===== src/rtl/wlcf_pkg.sv =====
// Shared types and constants for the word list censor filter.
`default_nettype none
package wlcf_pkg;
  localparam int NumWords = 16;
  localparam int MaxLen = 16;
  localparam int WIdxW = $clog2(NumWords);
  localparam int PosW = $clog2(MaxLen);
  localparam int LenW = $clog2(MaxLen + 1);
  localparam int CntW = 5;
  localparam logic [7:0] StarChar = 8'h2a;
  localparam int QDepth = 2;

  typedef enum logic [1:0] {
    REQ_LOAD  = 2'd0,
    REQ_TEXT  = 2'd1,
    REQ_FLUSH = 2'd2,
    REQ_NONE  = 2'd3
  } req_t;

  // Command handed from the front to the back.
  typedef struct packed {
    req_t             kind;
    logic [WIdxW-1:0] word_index;
    logic [PosW-1:0]  char_pos;
    logic [7:0]       char_value;
    logic             word_end;
  } cmd_t;

  typedef enum logic [2:0] {
    ST_IDLE,
    ST_SCAN,
    ST_EMIT,
    ST_EMPTY
  } state_t;
endpackage
`default_nettype wire


===== src/rtl/wlcf_front.sv =====
// Front: accepts input beats, classifies them, queues commands.
`default_nettype none
module wlcf_front import wlcf_pkg::*; (
  input  wire logic        clk,
  input  wire logic        rst,
  input  wire logic        in_valid,
  output logic             in_ready,
  input  wire logic [1:0]  req_type,
  input  wire logic [3:0]  word_index,
  input  wire logic [3:0]  char_pos,
  input  wire logic [7:0]  char_value,
  input  wire logic        word_end,
  output logic             cmd_valid,
  input  wire logic        cmd_ready,
  output cmd_t             cmd
);
  cmd_t q [QDepth];
  logic [$clog2(QDepth+1)-1:0] count;
  logic rd_ptr, wr_ptr;
  logic push, pop;
  cmd_t incoming;

  always_comb begin
    incoming.kind = req_t'(req_type);
    incoming.word_index = word_index[WIdxW-1:0];
    incoming.char_pos = char_pos[PosW-1:0];
    incoming.char_value = char_value;
    incoming.word_end = word_end;
  end

  assign in_ready = (count != 2'(QDepth));
  // Unknown request codes are dropped here and never reach the back.
  assign push = in_valid && in_ready && (incoming.kind != REQ_NONE);
  assign cmd_valid = (count != '0);
  assign pop = cmd_valid && cmd_ready;
  assign cmd = q[rd_ptr];

  always_ff @(posedge clk) begin
    if (push) q[wr_ptr] <= incoming;
    if (rst) begin
      count <= '0;
      rd_ptr <= 1'b0;
      wr_ptr <= 1'b0;
    end else begin
      if (push) wr_ptr <= ~wr_ptr;
      if (pop) rd_ptr <= ~rd_ptr;
      count <= count + 2'(push) - 2'(pop);
    end
  end
endmodule
`default_nettype wire


===== src/rtl/wlcf_back.sv =====
// Back: word table, lookahead window, match scan and output register.
`default_nettype none
module wlcf_back import wlcf_pkg::*; (
  input  wire logic            clk,
  input  wire logic            rst,
  input  wire logic [CntW-1:0] word_count,
  input  wire logic            cmd_valid,
  output logic                 cmd_ready,
  input  cmd_t                 cmd,
  output logic                 out_valid,
  input  wire logic            out_ready,
  output logic [7:0]           out_char,
  output logic                 out_has,
  output logic                 out_last
);
  // One row per word, bytes packed from the lowest bits up.
  logic [MaxLen*8-1:0] pat [NumWords];
  logic [LenW-1:0] plen [NumWords];
  logic [7:0]      win [MaxLen];
  logic [LenW-1:0] fill;

  state_t state, state_next;
  logic [WIdxW:0]  widx;        // word under test
  logic            flushing;
  logic [LenW-1:0] emit_len, emit_i;

  logic [WIdxW:0]  n_words;
  logic            cur_match;
  logic [LenW-1:0] cur_len;
  logic            slot_free;
  logic            take_out;

  assign n_words = (word_count > CntW'(NumWords)) ? (WIdxW+1)'(NumWords)
                                                 : (WIdxW+1)'(word_count);
  assign cur_len = plen[widx[WIdxW-1:0]];

  always_comb begin
    cur_match = (cur_len != '0) && (cur_len <= fill);
    for (int i = 0; i < MaxLen; i++) begin
      if (LenW'(i) < cur_len && pat[widx[WIdxW-1:0]][i*8 +: 8] != win[i]) cur_match = 1'b0;
    end
  end

  assign slot_free = !out_valid || out_ready;
  assign cmd_ready = (state == ST_IDLE) && slot_free;

  always_comb begin
    state_next = state;
    case (state)
      ST_IDLE: begin
        if (cmd_valid && slot_free) begin
          if (cmd.kind == REQ_TEXT && fill == LenW'(MaxLen - 1)) state_next = ST_SCAN;
          else if (cmd.kind == REQ_FLUSH)
            state_next = (fill == '0) ? ST_EMPTY : ST_SCAN;
        end
      end
      ST_SCAN: begin
        if (widx >= n_words || cur_match) state_next = ST_EMIT;
      end
      ST_EMIT: begin
        if (slot_free && emit_i == emit_len - 1'b1) begin
          // flushing with more bytes left after this beat: resolve the next head
          if (flushing && fill != LenW'(1)) state_next = ST_SCAN;
          else state_next = ST_IDLE;
        end
      end
      ST_EMPTY: begin
        if (slot_free) state_next = ST_IDLE;
      end
      default: state_next = ST_IDLE;
    endcase
  end

  assign take_out = slot_free && (state == ST_EMIT || state == ST_EMPTY);

  always_ff @(posedge clk) begin
    if (state == ST_IDLE && cmd_valid && slot_free && cmd.kind == REQ_LOAD)
      pat[cmd.word_index][{cmd.char_pos, 3'b000} +: 8] <= cmd.char_value;
    if (state == ST_IDLE && cmd_valid && slot_free && cmd.kind == REQ_TEXT)
      win[fill[PosW-1:0]] <= cmd.char_value;
    if (state == ST_SCAN) begin
      widx <= widx + 1'b1;
      emit_i <= '0;
      emit_len <= (widx < n_words && cur_match) ? cur_len : LenW'(1);
    end
    if (state == ST_IDLE) widx <= '0;
    if (state == ST_EMIT && slot_free) begin
      out_char <= (emit_i == '0 || emit_i == emit_len - 1'b1) ? win[0] : StarChar;
      out_has <= 1'b1;
      out_last <= flushing && fill == LenW'(1);
      for (int i = 0; i < MaxLen - 1; i++) win[i] <= win[i+1];
      emit_i <= emit_i + 1'b1;
      widx <= '0;
    end
    if (state == ST_EMPTY && slot_free) begin
      out_char <= 8'h00;
      out_has <= 1'b0;
      out_last <= 1'b1;
    end
    if (rst) begin
      state <= ST_IDLE;
      fill <= '0;
      out_valid <= 1'b0;
      flushing <= 1'b0;
      for (int w = 0; w < NumWords; w++) plen[w] <= '0;
    end else begin
      state <= state_next;
      if (out_valid && out_ready) out_valid <= 1'b0;
      if (take_out) out_valid <= 1'b1;
      if (state == ST_EMIT && slot_free) fill <= fill - 1'b1;
      if (state == ST_IDLE && cmd_valid && slot_free) begin
        flushing <= (cmd.kind == REQ_FLUSH);
        if (cmd.kind == REQ_TEXT) fill <= fill + 1'b1;
        if (cmd.kind == REQ_LOAD && cmd.word_end)
          plen[cmd.word_index] <= LenW'(cmd.char_pos) + 1'b1;
      end
    end
  end
endmodule
`default_nettype wire


===== src/rtl/word_list_censor_filter_unit.sv =====
// Top level of the word list censor filter.
//
//  channel | dir | handshake                | payload
//  s_axis  | in  | s_axis_tvalid/tready     | tdata: req_type, word_index, char_pos,
//          |     |                          |        char_value, word_end
//  m_axis  | out | m_axis_tvalid/tready     | tdata: out_char; tuser: has_char, tlast: is_last
//  cfg     | in  | cfg_we                   | cfg_wdata: word_count
//
// A text beat that fills the window scans the word table one word per cycle
// until a word matches or the table ends, then emits one beat per character of
// the matched word, or a single beat for the head character when none matches.
// A flush repeats scan and emit until the window is empty; a flush of an empty
// window emits a single beat with has_char low and is_last set.
// A two-entry queue parts input acceptance from the scan engine; the output
// register holds a beat while m_axis_tready is low. rst is synchronous and
// clears the window fill, word lengths and control state.
`default_nettype none
module word_list_censor_filter_unit import wlcf_pkg::*; (
  input  wire logic        clk,
  input  wire logic        rst,
  input  wire logic        cfg_we,
  input  wire logic [4:0]  cfg_wdata,
  input  wire logic        s_axis_tvalid,
  output logic             s_axis_tready,
  // [1:0] req_type, [5:2] word_index, [9:6] char_pos, [17:10] char_value,
  // [18] word_end, [23:19] zero
  input  wire logic [23:0] s_axis_tdata,
  output logic             m_axis_tvalid,
  input  wire logic        m_axis_tready,
  output logic [7:0]       m_axis_tdata,   // [7:0] out_char
  output logic             m_axis_tuser,   // [0] has_char
  output logic             m_axis_tlast    // is_last
);
  logic [CntW-1:0] word_count;
  logic cmd_valid, cmd_ready;
  cmd_t cmd;

  always_ff @(posedge clk) begin
    if (rst) word_count <= '0;
    else if (cfg_we) word_count <= cfg_wdata;
  end

  wlcf_front u_front (
    .clk, .rst,
    .in_valid(s_axis_tvalid), .in_ready(s_axis_tready),
    .req_type(s_axis_tdata[1:0]), .word_index(s_axis_tdata[5:2]),
    .char_pos(s_axis_tdata[9:6]), .char_value(s_axis_tdata[17:10]),
    .word_end(s_axis_tdata[18]),
    .cmd_valid, .cmd_ready, .cmd
  );

  wlcf_back u_back (
    .clk, .rst, .word_count,
    .cmd_valid, .cmd_ready, .cmd,
    .out_valid(m_axis_tvalid), .out_ready(m_axis_tready),
    .out_char(m_axis_tdata), .out_has(m_axis_tuser), .out_last(m_axis_tlast)
  );
endmodule
`default_nettype wire

===== config.mk =====
export PLATFORM = sky130hd
export DESIGN_NAME = word_list_censor_filter_unit
export DESIGN_NICKNAME = d
export VERILOG_FILES = /design/src/rtl/wlcf_pkg.sv /design/src/rtl/wlcf_front.sv /design/src/rtl/wlcf_back.sv /design/src/rtl/word_list_censor_filter_unit.sv
export SDC_FILE = /design/constraint.sdc
export NUM_CORES = 2
export LEC_CHECK = 0
export ABC_CLOCK_PERIOD_IN_PS = 4200
export BUFFER_PORTS_ARGS = -buffer_cell sky130_fd_sc_hd__buf_2
export CORE_ASPECT_RATIO = 1.25
export CORE_MARGIN = 8
export CORE_UTILIZATION = 50
export CTS_BUF_LIST = sky130_fd_sc_hd__clkbuf_16
export DETAILED_ROUTE_END_ITERATION = 6
export GPL_ROUTABILITY_DRIVEN = 0
export PLACE_DENSITY = 0.68
export SLEW_MARGIN = 10
export SYNTH_ARGS = -nofsm -noshare
export SYNTH_HDL_FRONTEND = slang
export SYNTH_SLANG_ARGS = --single-unit

===== constraint.sdc =====
create_clock -name clk -period 4.2 [get_ports clk]
set_input_delay 0 -clock clk [delete_from_list [all_inputs] [get_ports clk]]
set_output_delay 0 -clock clk [all_outputs]
set_load 0.005 [all_outputs]

# [After elaboration in Yosys (flattened, before gate mapping)]
# Memory sizes are Yosys's and may differ from the RTL's. A register that Yosys moved wholly into a read port is not among the register bits.
# Cells that the tools add are included.
[totals] latchBits=0 input_bits=34 memories=4 ff_bits=44 ram_bits=2294 mem_bits_ro=0 word_cells=196 out_inout_bits=12
[memory_table] memory="u_back.pat" depth=16 width=128 rd=1 rd_ports_with_merged_regs=1 wr=1 line="wlcf_back.sv:17" rtl="logic [MaxLen*8-1:0] pat [NumWords];"
[memory_table] memory="u_back.win" depth=16 width=8 rd=16 rd_ports_with_merged_regs=0 wr=15 line="wlcf_back.sv:19" rtl="logic [7:0] win [MaxLen];"
[memory_table] memory="u_back.plen" depth=16 width=5 rd=1 rd_ports_with_merged_regs=1 wr=16 line="wlcf_back.sv:18" rtl="logic [LenW-1:0] plen [NumWords];"
[memory_table] memory="u_front.q" depth=2 width=19 rd=1 rd_ports_with_merged_regs=1 wr=1 line="wlcf_front.sv:17" rtl="cmd_t q [QDepth];"
[op_classes] n_reduce_logical=53 shifts=2 multipliers=0 order_cmp=20 n_bitwise=2 muxes=60 n_addsub=9 div=0 n_eq_ne=32
[op_table] cell="$mux W128" n=1
[op_table] cell="$ne A8 B8 Y1" n=16
[op_table] cell="$shift A8 B9 Y128 const A" n=1
[op_table] cell="$shiftx A8 B9 Y128" n=1
[op_table] cell="$lt A4 B5 Y1 const A" n=8
[op_table] cell="$logic_and A1 B1 Y1" n=36
[op_table] cell="$mux W1" n=36
[op_table] cell="$mux W5" n=7
[op_table] cell="$mux W4" n=6
[op_table] cell="$lt A3 B5 Y1 const A" n=4
[op_table] cell="$mux W3" n=6
[op_table] cell="$mux W8" n=2
[op_table] cell="$add A5 B1 Y5 const B" n=3
[op_table] cell="$pmux W3 S4" n=1
[op_table] cell="$logic_not A5 Y1" n=2
[op_table] cell="$lt A1 B5 Y1 const A" n=2
[op_table] cell="$lt A2 B5 Y1 const A" n=2
[op_table] cell="$sub A5 B1 Y5 const B" n=2
[op_table] cell="$neg A7 Y9" n=1
[op_table] cell="$reduce_or A8 Y1" n=1
[op_table] cell="$eq A3 B2 Y1 const B" n=2
[op_table] cell="$ne A2 B1 Y1 const B" n=3
[op_table] cell="$ne A2 B2 Y1 const B" n=3
[op_table] cell="$reduce_bool A2 Y1" n=3
[op_table] cell="25 further kinds" n=29

# [Logic depth before layout (Yosys ltp)]
# An unclocked memory read counts as a cell.
[logic_depth] depth_word=22 mapped_depth=18 mapped_depth_nobuf=15

# [By module]
# A second synthesis with hierarchy kept.
[hier_totals] cells_unflattened=5171 hier_area_um2=95227.6
[by_module_without_submodules] module="wlcf_back" seq_area_each_um2=68605.8 n_inst=1 area_per_inst_um2=93364.5 cells_per_inst=5069
[by_module_without_submodules] module="wlcf_front" seq_area_each_um2=1241.2 n_inst=1 area_per_inst_um2=1682.9 cells_per_inst=86
[by_module_without_submodules] module="word_list_censor_filter_unit" seq_area_each_um2=100.1 n_inst=1 area_per_inst_um2=180.2 cells_per_inst=16

# [Worst setup path before layout]
# OpenSTA, ideal clock, no wires.
[synth_timing] path_type="reg2reg" from="register (tool-made name)" to="register u_back.state[1]" slack_ps=138 path_buffers=3 t_required_ps=4121 arrival_ps=3983 period_less_slack_ps=4062 path_stages_with_launch=17 setup_ps=79 cell_sequence="dfxtp_1 > buf_6 > buf_6 > mux4_2 > mux4_2 > clkbuf_1 > ha_1 > nor2b_1 > o21a_1 > o21a_1 > o21a_1 > o22ai_1 > nand3_1 > a2111oi_4 > o211ai_1 > or4_4 > a211oi_2"
[synth_rtl] element="end signal, assigned" line="wlcf_back.sv:107" rtl="state <= state_next;"
[synth_rtl] element="end, declared" line="wlcf_back.sv:22" rtl="state_t state, state_next;"

==> metrics list <==
- The run finished with clean final reports.
- Flip-flop and latch count after synthesis: approximately 2300
* Drt pass-1 iters: 6
- For this block, the initial DRC count from the detailed router was a little under 7000.
- Setup violations remaining at the end of the flow were counted as 0.
- The final number of hold-violating endpoints came to 0.
- From synthesis to final layout, the design area changed by 16.69%.
* Highest net fanout along the worst path: 16
- Mean area per synthesized cell: ~18 µm²
- In the layout the commonest cells are sky130_fd_sc_hd__edfxtp_1, sky130_fd_sc_hd__buf_4, sky130_fd_sc_hd__nor2_1.
- Placement row count: around 180
- The H-tree generated during clock tree synthesis spans 4 levels.
- Estimated wirelength of the detail-placed design: 189300 µm
* P_leak: about 40 nW
- The later pin in the worst-skew pair is clocked with a latency of 0.87 ns.
* Final count of pins violating max slew: 0
- Final worst-path cycle share: 0.9828
* Routed wirelength normalized by instance count: between 30 and 40 µm
- GR Overflow Total: 0
- Initial antenna violation count: 4
- Data arrives at the worst endpoint at between 4 and 5 ns.
- Of the cells placed in the final design, the portion with a size suffix greater than 1 is 0.2664.
* Power density over cell area: 499.1 mW/mm²
- Clock net sink count: 2342
* Skew final: between 0.03 and 0.04 ns
- Total number of yosys warnings: 0
- Adding up every negative setup slack in the final design gives 0 ns.
- Seq/Total Area, Yosys: 0.7312
* Die area: just over 0.2 mm²
* Min cycle time layout: 4.128 ns
- Placeable core area: 0.1901 mm²
- When the netlist entered floorplanning its net count stood at between 5000 and 6000.
- Unique masters post-synth: 83
- The worst setup path is launched from a flop.
- CTS Root Cell: sky130_fd_sc_hd__clkbuf_16
* Layout Utilization: 0.5871
- Number of port buffers: 40
- DRC: 0
- At the end of the flow, the number of nets in the layout was between 6000 and 7000.
- Pin placement for this block handled 46 I/O pins.
- Starting utilization of the core area: 0.5031
* Die height: ~510 µm
- Measured along the x axis, the die boundary spans between 400 and 500 µm.
* WP data required: between 4 and 5 ns
- After synthesis, the share of flip-flops with an asynchronous set or reset is 0.
- Number of enable-type register cells in the synthesized netlist: roughly 2300
* Worst Hold Slack: 0.2756 ns
- The count of nets left with antenna violations once routing finished came out at 0.
- CTS tree: yes
- The worst hold path begins at s_axis_tvalid.
- Clock-pin slew on the worst setup and hold paths: about 0.07 ns
* Number of global-route vias before repair: 54328
- For this run, the top clock speed supported by timing is about 240 MHz.
- Setup repair after global routing missed its margin: yes
* Hold/Removal Path Class: in2reg
- Slew at the pin closest to its max-slew limit: 1.250 ns
- Counting along the longest clock path gives a buffer depth of 3.
* Wire length reported by the detailed router: ~280000 µm
- Dividing the detail-routed via count by the number of cells gives just over 6.
- The cell count after synthesis came out at about 5300.
- Post-Place Cells: ~8300
- Number of max-capacitance violations reported: 0
- Number of buffers added by the clock tree synthesis step: between 200 and 250
- Post-Synthesis Cell Area: ~0.096 mm²
- Summing over every cut layer, the via total after detailed routing is about 54000.
- The first global-routing pass estimated between 300000 and 400000 µm of wire.
- Top_reg_cell synth: sky130_fd_sc_hd__edfxtp_1
* Final instance count without filler cells: a little under 9000
* Relative slew margins: 0.1580
- In the global route stage, overall resource usage came out at 0.2623.
- The critical path is of the reg2reg type.
- Leading cell type in the layout, fill and taps excluded: sky130_fd_sc_hd__edfxtp_1
- Type of destination of the critical path: flop
- Entering global routing, the biggest net connects 69 pins.
- Overall power: around 56 mW
- The worst-case IR drop observed on VDD is 0.3398 mV.
-- cells by family after synthesis --
family,count (synthesis),synth area share
DFF,2342,0.7312
xor gates and xnor gates,179,0.01639
muxes,863,0.1455
buffers and inverters,363,0.01967
AOI/OAI and AO/OA,524,0.03950
and+or+nand+nor,978,0.04436
adders and majority gates,26,0.003401
-- stage by stage --
step / area [µm²] / setup slack (ns)
finish: 111600 / 0.07220
CTS: 111300 / 0.03874
global route: 111600 / -0.07959
floorplan: 95660 / 0.1382
detailed placement: 103600 / -0.5540
global placement: 103600 / -0.5129
-- final timing paths --
path / endpoint / depth (start not counted) / slack, ns
worst max-delay path: u_back.pat[12][11] / 5 / 0.07
worst min-delay path: u_front.count[0] / 5 / 0.28
worst max register to register: u_back.pat[12][11] / 5 / 0.07
worst min register to register: u_back.out_char[1] / 2 / 0.44
-- where the power goes --
part	internal [mW]	total [mW]	leakage (nW)	switching, mW
combinational	2.92	8.31	11.9	5.39
sequential	26.9	28.0	24.7	1.04
clock	10.9	19.4	3.53	8.53
-- layout make-up --
cell class | instances | area [µm²]
antenna | 3 | 7.507
clock buffer | 211 | 5280
clock inverter | 171 | 1608
fill | 13750 | 78520
inverter | 62 | 240.2
multi-input combinational | 2570 | 24120
sequential | 2342 | 69960
tap | 2534 | 3171
timing repair buffer | 853 | 7241
-- state kept, by name, indices dropped and copies added (netlist names), named ones only --
| name | count |
|---|---|
| u_back.out_last | 1 |
| u_back.pat | 2048 |
| u_back.plen | 80 |
| u_front.rd_ptr | 1 |
| u_front.wr_ptr | 1 |
| u_back.out_char | 8 |
| u_front.q | 38 |
| u_back.emit_len | 5 |
| u_back.out_has | 1 |
| u_back.out_valid | 1 |
| u_back.emit_i | 5 |
| u_front.count | 2 |
| u_back.widx | 5 |
| word_count | 5 |
| u_back.state | 2 |
| u_back.flushing | 1 |
| u_back.fill | 5 |
| u_back.win | 128 |
-- Yosys cell counts (6+ instances only) --
cell | instances | share of area
sky130_fd_sc_hd__a31oi_1 | 17 | 0.0011
sky130_fd_sc_hd__mux2_2 | 39 | 0.0046
sky130_fd_sc_hd__a21boi_0 | 23 | 0.0018
sky130_fd_sc_hd__or3_1 | 10 | 0.00065
sky130_fd_sc_hd__nor4_1 | 21 | 0.0014
sky130_fd_sc_hd__xnor2_1 | 96 | 0.0088
sky130_fd_sc_hd__nor2b_1 | 21 | 0.0014
sky130_fd_sc_hd__or2_2 | 9 | 0.00059
sky130_fd_sc_hd__dfxtp_1 | 38 | 0.0080
sky130_fd_sc_hd__o2111ai_1 | 10 | 0.00092
sky130_fd_sc_hd__nor3_1 | 31 | 0.0016
sky130_fd_sc_hd__buf_1 | 24 | 0.00094
sky130_fd_sc_hd__buf_4 | 45 | 0.0035
sky130_fd_sc_hd__mux4_2 | 418 | 0.098
sky130_fd_sc_hd__and2_1 | 12 | 0.00078
sky130_fd_sc_hd__nand3_1 | 50 | 0.0026
sky130_fd_sc_hd__edfxtp_1 | 2304 | 0.72
sky130_fd_sc_hd__nand2b_1 | 24 | 0.0016
sky130_fd_sc_hd__a211oi_1 | 12 | 0.00094
sky130_fd_sc_hd__buf_2 | 63 | 0.0033
sky130_fd_sc_hd__and3_1 | 22 | 0.0014
sky130_fd_sc_hd__xor2_1 | 83 | 0.0076
sky130_fd_sc_hd__mux2i_1 | 405 | 0.042
sky130_fd_sc_hd__a22oi_1 | 73 | 0.0057
sky130_fd_sc_hd__a41oi_1 | 6 | 0.00055
sky130_fd_sc_hd__o22ai_1 | 55 | 0.0036
sky130_fd_sc_hd__a21oi_1 | 43 | 0.0022
sky130_fd_sc_hd__nand2_1 | 191 | 0.0075
sky130_fd_sc_hd__o22a_1 | 11 | 0.0010
sky130_fd_sc_hd__a21o_1 | 7 | 0.00055
sky130_fd_sc_hd__clkbuf_1 | 133 | 0.0052
sky130_fd_sc_hd__a22o_1 | 9 | 0.00082
sky130_fd_sc_hd__nand4_1 | 19 | 0.0012
sky130_fd_sc_hd__o21ai_0 | 56 | 0.0029
sky130_fd_sc_hd__buf_6 | 33 | 0.0039
sky130_fd_sc_hd__a221oi_1 | 12 | 0.0011
sky130_fd_sc_hd__ha_1 | 26 | 0.0034
sky130_fd_sc_hd__o211ai_1 | 9 | 0.00071
sky130_fd_sc_hd__o21a_1 | 109 | 0.0086
sky130_fd_sc_hd__inv_1 | 60 | 0.0024
sky130_fd_sc_hd__o32ai_1 | 13 | 0.0012
sky130_fd_sc_hd__nor2_1 | 541 | 0.021
-- routing by layer --
layer | global-route usage | share of wire
met4 | 0.1669 | 0.078
met3 | 0.05048 | 0.091
met1 | 0.3270 | 0.36
met2 | 0.4232 | 0.48
met5 | 0 | 0
-- timing repair --
action / in CTS / in global routing
setup endpoints to repair: 7 / 367
setup buffers: 4 / 8
endpoints found under the hold margin: 85 / 0
hold buffers: 63 / 0
pin swaps: 1 / 8
gates resized for setup: 16 / 46
cloned: 2 / 5
-- critical path, cell delays in order, from the launching register on --
cell                      delay [ns]
sky130_fd_sc_hd__dfxtp_1        0.69
sky130_fd_sc_hd__mux2i_1        0.62
sky130_fd_sc_hd__ha_1           0.43
sky130_fd_sc_hd__nor2b_1        0.44
sky130_fd_sc_hd__nand2_1        0.56
sky130_fd_sc_hd__nor2_1         1.01
Power figures use the tool's default switching activity.
